**config.mk**
```make
export PLATFORM = sky130hd
export DESIGN_NAME = utf8_stream_decoder
export DESIGN_NICKNAME = d
export VERILOG_FILES = /design/src/design/utf8sd_pkg.sv /design/src/design/utf8sd_step.sv /design/src/design/utf8_stream_decoder.sv
export VERILOG_INCLUDE_DIRS = /design/src /design/src/design
export SDC_FILE = /design/constraint.sdc
export NUM_CORES = 1
export LEC_CHECK = 0
export ABC_AREA = 1
export BUFFER_PORTS_ARGS = -buffer_cell sky130_fd_sc_hd__buf_2
export CAP_MARGIN = 10
export CORE_MARGIN = 2
export CORE_UTILIZATION = 55
export DETAILED_ROUTE_END_ITERATION = 8
export PLACE_DENSITY = 0.74
export SLEW_MARGIN = 30
export SYNTH_ARGS = -nofsm -noshare
export SYNTH_HDL_FRONTEND = slang
export SYNTH_SLANG_ARGS = --single-unit
```
**constraint.sdc**
```tcl
create_clock -name clk -period 5.6 [get_ports clk]
set_input_delay 0.56 -clock clk [delete_from_list [all_inputs] [get_ports clk]]
set_output_delay 0.56 -clock clk [all_outputs]
set_load 0.02 [all_outputs]
```
**src/design/utf8_stream_decoder_macros.svh**
```systemverilog
// ----------------------------------------------------------------------------
// UTF-8 stream decoder assertion macros
// Shared assertion forms, clocked on clk and disabled during reset.
// ----------------------------------------------------------------------------
`ifndef UTF8_STREAM_DECODER_MACROS_SVH
`define UTF8_STREAM_DECODER_MACROS_SVH

// Consequent must hold in the same cycle as the antecedent.
`define UTF8SD_ASSERT_IMP(label, ante, cons, msg) \
	label: assert property (@(posedge clk) disable iff (!arst_n) (ante) |-> (cons)) \
		else $error(msg);

// Consequent must hold in the cycle after the antecedent.
`define UTF8SD_ASSERT_NEXT(label, ante, cons, msg) \
	label: assert property (@(posedge clk) disable iff (!arst_n) (ante) |=> (cons)) \
		else $error(msg);

`endif

```
**src/design/utf8sd_pkg.sv**
```systemverilog
// ----------------------------------------------------------------------------
// UTF-8 stream decoder package
// Types, codes, the byte class function and the transition table of the automaton.
// ----------------------------------------------------------------------------
package utf8sd_pkg;

	localparam int CODE_POINT_W = 21;
	localparam int CHAR_COUNT_W = 32;
	localparam int DFA_STATE_W  = 4;
	localparam int CLASS_W      = 4;

	localparam logic [DFA_STATE_W-1:0] DFA_ACCEPT   = 4'd0;
	localparam logic [DFA_STATE_W-1:0] DFA_REJECT   = 4'd1;
	localparam logic [DFA_STATE_W-1:0] DFA_LAST_ST  = 4'd8;

	typedef enum logic [1:0] {
		STATUS_VALID   = 2'd0,
		STATUS_INVALID = 2'd1,
		STATUS_TRUNC   = 2'd2
	} status_t;

	typedef struct packed {
		logic [DFA_STATE_W-1:0]  dfa_state;
		logic [CODE_POINT_W-1:0] partial;
	} dec_state_t;

	typedef struct packed {
		logic                    string_done;
		logic [CHAR_COUNT_W-1:0] char_count;
		status_t                 status;
		logic [CODE_POINT_W-1:0] code_point;
	} dec_result_t;

	localparam logic [3:0] TRANS_TBL [0:143] = '{
		4'd0, 4'd1, 4'd2, 4'd3, 4'd5, 4'd8, 4'd7, 4'd1,
		4'd1, 4'd1, 4'd4, 4'd6, 4'd1, 4'd1, 4'd1, 4'd1,
		4'd1, 4'd1, 4'd1, 4'd1, 4'd1, 4'd1, 4'd1, 4'd1,
		4'd1, 4'd1, 4'd1, 4'd1, 4'd1, 4'd1, 4'd1, 4'd1,
		4'd1, 4'd0, 4'd1, 4'd1, 4'd1, 4'd1, 4'd1, 4'd0,
		4'd1, 4'd0, 4'd1, 4'd1, 4'd1, 4'd1, 4'd1, 4'd1,
		4'd1, 4'd2, 4'd1, 4'd1, 4'd1, 4'd1, 4'd1, 4'd2,
		4'd1, 4'd2, 4'd1, 4'd1, 4'd1, 4'd1, 4'd1, 4'd1,
		4'd1, 4'd1, 4'd1, 4'd1, 4'd1, 4'd1, 4'd1, 4'd2,
		4'd1, 4'd1, 4'd1, 4'd1, 4'd1, 4'd1, 4'd1, 4'd1,
		4'd1, 4'd2, 4'd1, 4'd1, 4'd1, 4'd1, 4'd1, 4'd1,
		4'd1, 4'd2, 4'd1, 4'd1, 4'd1, 4'd1, 4'd1, 4'd1,
		4'd1, 4'd1, 4'd1, 4'd1, 4'd1, 4'd1, 4'd1, 4'd3,
		4'd1, 4'd3, 4'd1, 4'd1, 4'd1, 4'd1, 4'd1, 4'd1,
		4'd1, 4'd3, 4'd1, 4'd1, 4'd1, 4'd1, 4'd1, 4'd3,
		4'd1, 4'd3, 4'd1, 4'd1, 4'd1, 4'd1, 4'd1, 4'd1,
		4'd1, 4'd3, 4'd1, 4'd1, 4'd1, 4'd1, 4'd1, 4'd1,
		4'd1, 4'd1, 4'd1, 4'd1, 4'd1, 4'd1, 4'd1, 4'd1
	};

	function automatic logic [CLASS_W-1:0] byte_class(input logic [7:0] b);
		logic [CLASS_W-1:0] cls;
		if (b <= 8'h7F) begin
			cls = 4'd0;
		end else if (b <= 8'h8F) begin
			cls = 4'd1;
		end else if (b <= 8'h9F) begin
			cls = 4'd9;
		end else if (b <= 8'hBF) begin
			cls = 4'd7;
		end else if (b <= 8'hC1) begin
			cls = 4'd8;
		end else if (b <= 8'hDF) begin
			cls = 4'd2;
		end else if (b == 8'hE0) begin
			cls = 4'd10;
		end else if (b == 8'hED) begin
			cls = 4'd4;
		end else if (b <= 8'hEF) begin
			cls = 4'd3;
		end else if (b == 8'hF0) begin
			cls = 4'd11;
		end else if (b <= 8'hF3) begin
			cls = 4'd6;
		end else if (b == 8'hF4) begin
			cls = 4'd5;
		end else begin
			cls = 4'd8;
		end
		return cls;
	endfunction

endpackage

```
**src/design/utf8sd_step.sv**
```systemverilog
// ----------------------------------------------------------------------------
// UTF-8 decoder step
// Advances the automaton, the partial code point and the count by one byte.
// ----------------------------------------------------------------------------
module utf8sd_step #(
	parameter int COUNT_WIDTH = 32
) (
	input  logic                       sticky,
	input  utf8sd_pkg::dec_state_t     st,
	input  logic [COUNT_WIDTH-1:0]     count,
	input  logic [7:0]                 data_byte,
	input  logic                       end_of_string,
	output utf8sd_pkg::dec_state_t     st_next,
	output logic [COUNT_WIDTH-1:0]     count_next,
	output logic                       emit,
	output utf8sd_pkg::dec_result_t    res
);

	logic [utf8sd_pkg::DFA_STATE_W-1:0]  cur;
	logic [utf8sd_pkg::DFA_STATE_W-1:0]  nxt;
	logic [utf8sd_pkg::CLASS_W-1:0]      cls;
	logic [utf8sd_pkg::CODE_POINT_W-1:0] part;
	logic [utf8sd_pkg::CODE_POINT_W-1:0] cp;
	logic [COUNT_WIDTH-1:0]              cnt_upd;
	logic [utf8sd_pkg::CHAR_COUNT_W-1:0] cnt_rep;
	utf8sd_pkg::status_t                 status;

	generate
		if (COUNT_WIDTH > utf8sd_pkg::CHAR_COUNT_W) begin : g_wide
			assign cnt_rep = (|cnt_upd[COUNT_WIDTH-1:utf8sd_pkg::CHAR_COUNT_W]) ?
				'1 : cnt_upd[utf8sd_pkg::CHAR_COUNT_W-1:0];
		end else begin : g_narrow
			assign cnt_rep = utf8sd_pkg::CHAR_COUNT_W'(cnt_upd);
		end
	endgenerate

	always_comb begin
		cur = (st.dfa_state > utf8sd_pkg::DFA_LAST_ST) ? utf8sd_pkg::DFA_REJECT : st.dfa_state;
		if (cur == utf8sd_pkg::DFA_REJECT && !sticky) begin
			cur = utf8sd_pkg::DFA_ACCEPT;
		end
		cls     = utf8sd_pkg::byte_class(data_byte);
		nxt     = st.dfa_state;
		part    = st.partial;
		cp      = '0;
		cnt_upd = count;
		emit    = 1'b0;
		status  = utf8sd_pkg::STATUS_INVALID;
		if (cur == utf8sd_pkg::DFA_REJECT) begin
			emit = end_of_string;
		end else begin
			if (cur != utf8sd_pkg::DFA_ACCEPT) begin
				part = {st.partial[utf8sd_pkg::CODE_POINT_W-7:0], data_byte[5:0]};
			end else begin
				part = utf8sd_pkg::CODE_POINT_W'((8'hFF >> cls) & data_byte);
			end
			nxt = utf8sd_pkg::TRANS_TBL[{cur, cls}];
			if (nxt == utf8sd_pkg::DFA_ACCEPT) begin
				if (count != '1) begin
					cnt_upd = count + COUNT_WIDTH'(1);
				end
				emit   = 1'b1;
				status = utf8sd_pkg::STATUS_VALID;
				cp     = part;
			end else if (nxt == utf8sd_pkg::DFA_REJECT) begin
				emit = 1'b1;
				if (!sticky) begin
					nxt  = utf8sd_pkg::DFA_ACCEPT;
					part = '0;
				end
			end else if (end_of_string) begin
				emit   = 1'b1;
				status = utf8sd_pkg::STATUS_TRUNC;
			end
		end

		res.code_point  = cp;
		res.status      = status;
		res.char_count  = cnt_rep;
		res.string_done = end_of_string;

		if (end_of_string) begin
			st_next.dfa_state = utf8sd_pkg::DFA_ACCEPT;
			st_next.partial   = '0;
			count_next        = '0;
		end else begin
			st_next.dfa_state = nxt;
			st_next.partial   = part;
			count_next        = cnt_upd;
		end
	end

endmodule

```
**src/design/utf8_stream_decoder.sv**
```systemverilog
// ----------------------------------------------------------------------------
// UTF-8 stream decoder: one byte per cycle unless stalled. Each byte is held in
// the byte stage, then its result in the result stage; the automaton step is
// combinational around its state register. The input stalls only while a held
// result waits for the receiver. Asynchronous reset clears both stages, the
// automaton and the character count, and sets sticky_reject to 1.
// ----------------------------------------------------------------------------
module utf8_stream_decoder #(
	parameter int COUNT_WIDTH = 32
) (
	input  logic        clk,
	input  logic        arst_n,
	input  logic        cfg_wr_en,
	input  logic        cfg_wr_data,    // sticky_reject
	input  logic        s_axis_tvalid,
	output logic        s_axis_tready,
	input  logic [7:0]  s_axis_tdata,   // data_byte
	input  logic        s_axis_tlast,   // end_of_string
	output logic        m_axis_tvalid,
	input  logic        m_axis_tready,
	output logic [55:0] m_axis_tdata,   // code_point, char_count, zero pad
	output logic [1:0]  m_axis_tuser,   // status
	output logic        m_axis_tlast    // string_done
);

	`include "utf8_stream_decoder_macros.svh"

	logic                    sticky_reject_q;
	logic                    valid_s1;
	logic [7:0]              byte_s1;
	logic                    eos_s1;
	utf8sd_pkg::dec_state_t  st_q;
	logic [COUNT_WIDTH-1:0]  count_q;
	logic                    out_valid_q;
	utf8sd_pkg::dec_result_t res_q;

	utf8sd_pkg::dec_state_t  st_next;
	logic [COUNT_WIDTH-1:0]  count_next;
	logic                    emit;
	utf8sd_pkg::dec_result_t res;
	logic                    adv;

	utf8sd_step #(
		.COUNT_WIDTH(COUNT_WIDTH)
	) u_step (
		.sticky        (sticky_reject_q),
		.st            (st_q),
		.count         (count_q),
		.data_byte     (byte_s1),
		.end_of_string (eos_s1),
		.st_next       (st_next),
		.count_next    (count_next),
		.emit          (emit),
		.res           (res)
	);

	assign adv           = valid_s1 && (!out_valid_q || m_axis_tready);
	assign s_axis_tready = !valid_s1 || adv;

	always_ff @(posedge clk or negedge arst_n) begin
		if (!arst_n) begin
			sticky_reject_q <= 1'b1;
			valid_s1        <= 1'b0;
			st_q            <= '0;
			count_q         <= '0;
			out_valid_q     <= 1'b0;
		end else begin
			if (cfg_wr_en) begin
				sticky_reject_q <= cfg_wr_data;
			end
			if (s_axis_tready) begin
				valid_s1 <= s_axis_tvalid;
			end
			if (adv) begin
				st_q    <= st_next;
				count_q <= count_next;
			end
			if (adv) begin
				out_valid_q <= emit;
			end else if (m_axis_tready) begin
				out_valid_q <= 1'b0;
			end
		end
	end

	always_ff @(posedge clk) begin
		if (s_axis_tready && s_axis_tvalid) begin
			byte_s1 <= s_axis_tdata;
			eos_s1  <= s_axis_tlast;
		end
		if (adv && emit) begin
			res_q <= res;
		end
	end

	assign m_axis_tvalid = out_valid_q;
	assign m_axis_tdata  = {3'b000, res_q.char_count, res_q.code_point};
	assign m_axis_tuser  = res_q.status;
	assign m_axis_tlast  = res_q.string_done;

	`UTF8SD_ASSERT_IMP(a_state_range, 1'b1, st_q.dfa_state <= utf8sd_pkg::DFA_LAST_ST,
		"automaton state out of range")
	`UTF8SD_ASSERT_IMP(a_err_cp_zero,
		out_valid_q && res_q.status != utf8sd_pkg::STATUS_VALID,
		res_q.code_point == '0, "error result carries a nonzero code point")
	`UTF8SD_ASSERT_IMP(a_status_code,
		out_valid_q, res_q.status != 2'd3, "undefined status code")
	`UTF8SD_ASSERT_NEXT(a_eos_clears, adv && eos_s1,
		st_q.dfa_state == utf8sd_pkg::DFA_ACCEPT && st_q.partial == '0 && count_q == '0,
		"state not cleared at string end")
	`UTF8SD_ASSERT_NEXT(a_eos_emits, adv && eos_s1,
		out_valid_q && res_q.string_done, "string end gave no final result")

endmodule

```
==> reports/results.ini, run 1 <==
[timing]
setup_violations=0
final.min_clock_period_ns=3.65
fin_setup_tns_ns=0
finalHoldViolCount=0
min_period_over_period=0.652
slew_viol_final=0
skew_ns=0.0117
relSlewSlack=0.449
fmax_mhz=274
worst_pin_slew_ns=0.822
grt_setup_unrepaired=no

[power]
powerDensity_nw_per_um2=455
irDropWorstVdd_uv=402
p_total_mw=3.36
cellLeakagePower_nw=3.50

[placed_design]
hpwl_um=9920
placed_cell_area_sq_um=6760
io_buffers=72
dp_cells=972
gp_congestion=0.919

[setup_path]
cpMostUsedCell=nand2_1
slowest_stage=nor3_2
worstSetupEndpointType=flip-flop
cp-startpoint=st_q[22]$_DFFE_PN0P_
worstPathRequired_ns=5.96
crit_end=count_q[8]$_DFFE_PN0P_
r2r-end=count_q[8]$_DFFE_PN0P_
cp_data_arrival_time_ns=4.01
critical-path-max-stage-delay_ns=0.64
path_class=reg2reg
cp_cell_sequence=o21ai_0, nand3_1, nand2_1, inv_1, nor3_2, nand2_1, nor2_1, inv_1, nand2_2, nor2_8, nand2_4, nand2_1, nand2_1, nand2_1, nand2_1
rrSetupSlack_ns=1.95
crit_fanout=54
worstRegToRegCells=15
r2r_start=st_q[22]$_DFFE_PN0P_
cp-start-kind=flip-flop

[clock_network]
cts_tree=done
ctsHoldBuffers=0
root_buffer=clkbuf_16
clkTransAtPathRegs_ns=0.05
cts_resized=0
htree_levels=4
cts_buffers=17
clock_insertion_delay_worst_skew_ns=0.43
cts_max_path_buffers=2
cts.sinks=119
postCtsSetupRepairBufs=0

[routing]
drt_iter0_markers=348
via_per_inst=5.29
dr.pass1.iters=5
routedWlPerCell_um=14.4
vias=5307
drcViolationCount=0
wl_um=14400
postRouteAntennaNets=0

[synthesis]
synth_area_leaders=edfxtp_1, dfrtp_1, nand2_1
yosysUniqueCellTypes=41
avgSynthCellArea_sq_um=8.15
synth_cells=780
seq_area_frac_synth=0.520
synth-seq-cells=119
synth_warnings=0
yosys.area.top_type=edfxtp_1
synth_top_area_frac=0.307
syn-cell-area_sq_um=6360

[die]
rows=39
core_area_sq_um=11400
die_w_um=112
initial_core_util=0.559
dieArea_sq_um=12400
ios=76
die_h_um=112

[cells_and_area]
layout_commonest_cell=nand2_1
syn2layout_area_growth_pct=16.2
final_cell_mix=nand2_1, buf_2, nor2_1
diodes=0
fin_util=0.649
drive_gt1_frac=0.158
n_fill_cell=969
final-instance-count-excl-fill=1004
postLayoutCellArea_sq_um=7380
layout.nets=864

[run]
max_cap_viol_count=0

[global_routing]
antenna_found_initial=0
grt_use_total=0.245
grt_overflow=0
grt_max_degree=57
grt_pass1_wl_um=24400
grt_pass1_vias=4936

[status]
outcome=finished, final reports clean

[worst_hold_path]
holdCritPathClass=in2async

## through the flow
stage	setup WS [ns]	hold WS [ns]
after floorplan	2.15	0.264
after global placement	1.90	0.467
after detailed placement	2.02	0.467
after CTS	1.98	0.287
after global routing	1.60	0.294
final	1.95	0.279
## flip-flops by register name (all words and copies together) (netlist names)
register / flops
m_axis_tvalid: 1
st_q: 19
valid_s1: 1
eos_s1: 1
count_q: 32
m_axis_tuser: 2
m_axis_tdata: 53
m_axis_tlast: 1
sticky_reject_q: 1
byte_s1: 8
## power breakdown
group,leakage (nW),switching (mW),internal (mW)
registers,1.38,0.0629,1.15
clock network,0.311,0.381,0.753
logic,1.81,0.785,0.228
total,3.50,1.23,2.13
## kinds of logic after synthesis
family,share of synthesized area
other cells,0.000590
simple gates,0.336
compound gates,0.0335
xor+xnor,0.0400
fa+ha+maj,0.00197
flops,0.520
buf+inv,0.0669
mux,0.00157
## area by class of cell
cell class	instances	area (sq um)	area share
flip-flops and latches	119	3300	0.448
clock buffers	26	542	0.0734
multi-input cells	573	2650	0.359
clock inverters	6	83.8	0.0114
repair buffers	77	398	0.0539
inverters	60	228	0.0308
well taps	143	179	0.0242
## synthesized netlist by cell type, drive strengths merged
cell / instances
dfstp: 1
clkbuf: 12
mux2i: 1
nand3: 48
or2: 1
nor4b: 1
nor4: 6
buf: 18
o21ai: 24
xor2: 18
nor2: 81
and3: 1
o22ai: 3
a31oi: 2
conb: 1
o211ai: 1
a21boi: 1
nor3: 20
xnor2: 11
o31ai: 1
ha: 1
edfxtp: 65
nand4: 12
a21oi: 4
nand2: 332
inv: 60
o21bai: 1
dfrtp: 53
## worst min-delay path by stage
stage	end	cells after the start	slack [ns]
2_1_floorplan	count_q[0]$_DFFE_PN0P_	0	0.26
3_3_place_gp	st_q[8]$_DFFE_PN0P_	2	0.47
3_5_place_dp	st_q[6]$_DFFE_PN0P_	2	0.47
4_1_cts	sticky_reject_q$_DFFE_PN1P_	2	0.29
5_1_grt	byte_s1[4]$_DFFE_PP_	1	0.29
6_report	st_q[9]$_DFFE_PN0P_	2	0.28
## worst max-delay path: cells and delay by family (launching register included)
family	cells	cell delay, ns
DFF	1	0.43
and+or+nand+nor	12	2.58
AOI/OAI and AO/OA	1	0.37
buffers and inverters	2	0.20
## metal layers
metal	wire length (um)	global-route usage	vias to the layer above
met5	0	0	-
met4	193	0.0749	0
met3	899	0.0697	16
met2	6560	0.370	171
met1	6770	0.349	2486
li1	-	-	2634
No activity file was read; power rests on OpenSTA's default activity.
==> inputs of run 2 (changes only) <==
Clock period 5.6 ns to 3.5 ns, I/O delays scaled along.
==> run 2 against run 1 <==
Against the previous run:
- power is 59% higher
- critical path depth increased by 3
- clock power is 51% higher
- register-to-register slack worse by 1.5 ns
- non-clock buffer count is 7 higher
- first-iteration DRC count grew 24%
- setup slack lost 1.5 ns
- cell area rose by 0.17%
==> reports/results.ini, run 2 (same netlist as run 1, synthesis figures left out) <==
[status]
outcome=finished, final reports clean

[cells_and_area]
largest_reg_flops=53  ; unchanged
postLayoutCellArea_sq_um=7400  ; +0.17%
diodes=0  ; unchanged
layout.nets=871  ; +0.81%
n_fill_cell=973  ; +0.41%
fin_util=0.650  ; +0.00110
drive_gt1_frac=0.159  ; +0.00103
final_cell_mix=nand2_1, buf_2, nor2_1
layout_commonest_cell=nand2_1
syn2layout_area_growth_pct=16.4

[die]
initial_core_util=0.559  ; unchanged
core_area_sq_um=11400  ; unchanged
die_w_um=112  ; unchanged
die_h_um=112  ; unchanged
rows=39  ; unchanged
dieArea_sq_um=12400  ; unchanged
ios=76  ; unchanged

[setup_path]
cp_data_arrival_time_ns=3.23  ; -0.78 ns
worstRegToRegCells=18  ; +3
slowest_stage=edfxtp_1
cp-start-kind=flip-flop
cp_cell_sequence=nand2_2, nor2_1, nand2_1, nand2_1, inv_1, nand2_1, nand2_1, nand2_1, nand2_1, nand3_1, nand2_1, nand3_2, nand3_4, nor2_8, nand2_4, buf_4, nand2_1, nand2_1
worstPathRequired_ns=3.66  ; -2.30 ns
r2r_start=byte_s1[7]$_DFFE_PP_
worstSetupEndpointType=flip-flop
crit_fanout=33  ; -39%
crit_end=m_axis_tdata[23]$_DFFE_PP_
rrSetupSlack_ns=0.42  ; -1.52 ns
critical-path-max-stage-delay_ns=0.48  ; -0.16 ns
cpMostUsedCell=nand2_1
r2r-end=m_axis_tdata[23]$_DFFE_PP_
cp-startpoint=byte_s1[7]$_DFFE_PP_
path_class=reg2reg

[timing]
finalHoldViolCount=0  ; unchanged
relSlewSlack=0.452  ; +0.00336
fin_setup_tns_ns=0  ; unchanged
min_period_over_period=0.879  ; +0.227
worst_pin_slew_ns=0.821  ; -0.000674 ns
skew_ns=0.00980  ; -0.00190 ns
grt_setup_unrepaired=no
slew_viol_final=0  ; unchanged
fmax_mhz=325  ; +19%
setup_violations=0  ; unchanged
final.min_clock_period_ns=3.08  ; -0.576 ns

[routing]
dr.pass1.iters=5  ; unchanged
wl_um=15400  ; +6.4%
drt_iter0_markers=431  ; +24%
postRouteAntennaNets=0  ; unchanged
drcViolationCount=0  ; unchanged
vias=5399  ; +1.7%
via_per_inst=5.34  ; +1.0%
routedWlPerCell_um=15.2  ; +5.7%

[worst_hold_path]
min_from=s_axis_tdata[7]
holdCritPathClass=in2reg

[clock_network]
cts_buffers=17  ; unchanged
root_buffer=clkbuf_16
htree_levels=4  ; unchanged
cts_tree=done
cts.sinks=119  ; unchanged
cts_max_path_buffers=2  ; unchanged
clock_insertion_delay_worst_skew_ns=0.42  ; about the same
clkTransAtPathRegs_ns=0.05  ; about the same

[placed_design]
hpwl_um=10600  ; +7.3%
placed_cell_area_sq_um=6810  ; +0.81%
gp_congestion=0.943  ; +2.6%
io_buffers=72  ; unchanged

[power]
powerDensity_nw_per_um2=725  ; +59%
irDropWorstVdd_uv=623  ; +55%
cellLeakagePower_nw=3.51  ; about the same

[global_routing]
grt_use_total=0.265  ; +0.0192
antenna_found_initial=0  ; unchanged
grt_max_degree=45  ; -21%
grt_overflow=0  ; unchanged
grt_pass1_wl_um=26000  ; +6.5%
grt_pass1_vias=5245  ; +6.3%

[run]
max_cap_viol_count=0  ; unchanged

==> run 2: cell count changes in the layout (fill, tap and decap cells not counted), sizes merged <==
| cell | delta |
|---|---|
| clkinv | +1 |
| dlygate4sd3 | +1 |
| bufinv | +1 |
| clkinvlp | +2 |
| buf | +6 |
| clkbuf | -4 |
==> run 2: timing repair <==
action,4_1_cts,5_1_grt
setup buffers,0,0
endpoints found under the setup margin,0,32
hold buffers,1,0
hold endpoints to repair,42,0
gates resized for setup,0,2
==> run 2: per-stage QoR <==
stage               total power [mW]  instances  worst slack, ns  hold slack (ns)
floorplan                       3.25        782           0.0484           0.0544
global placement                3.63        978            0.424            0.465
detailed placement              3.66        978            0.324            0.399
CTS                             5.38       1011            0.284           0.0840
global route                    5.62       1011           0.0347           0.0807
finish                          5.36       1011            0.424            0.106
==> run 2: worst min-delay path by stage <==
stage                              to  slack (ns)  cells after the start
6_report         byte_s1[7]$_DFFE_PP_        0.11                      1
5_1_grt          byte_s1[7]$_DFFE_PP_        0.08                      1
4_1_cts          byte_s1[7]$_DFFE_PP_        0.08                      1
3_5_place_dp     st_q[13]$_DFFE_PN0P_        0.40                      1
3_3_place_gp      st_q[8]$_DFFE_PN0P_        0.47                      2
2_1_floorplan  count_q[0]$_DFFE_PN0P_        0.05                      0
==> run 2: report_power, final <==
part / leakage [nW] / internal [mW] / switching (mW)
Combinational: 1.85 / 0.417 / 1.29
Sequential: 1.38 / 1.84 / 0.109
Clock: 0.275 / 1.11 / 0.601
==> run 2: cell type report <==
class / instances / area [sq um] / share of cell area
clock buffers: 22 / 444 / 0.0601
clock inverters: 10 / 129 / 0.0174
inverters: 60 / 228 / 0.0308
multi-input cells: 573 / 2640 / 0.357
flip-flops and latches: 119 / 3300 / 0.447
well taps: 143 / 179 / 0.0242
repair buffers: 84 / 468 / 0.0633
==> run 2: critical path, delay by kind of cell (launching register included) <==
kind,cells,cell delay [ns]
buf+inv,2,0.29
flops,1,0.48
simple gates,16,2.04
==> run 2: per-layer routing <==
metal	vias up	track usage	part of all wire
li1	2656	-	-
met1	2539	0.379	0.47
met2	186	0.392	0.46
met3	18	0.0773	0.059
met4	0	0.0848	0.011
met5	-	0	0
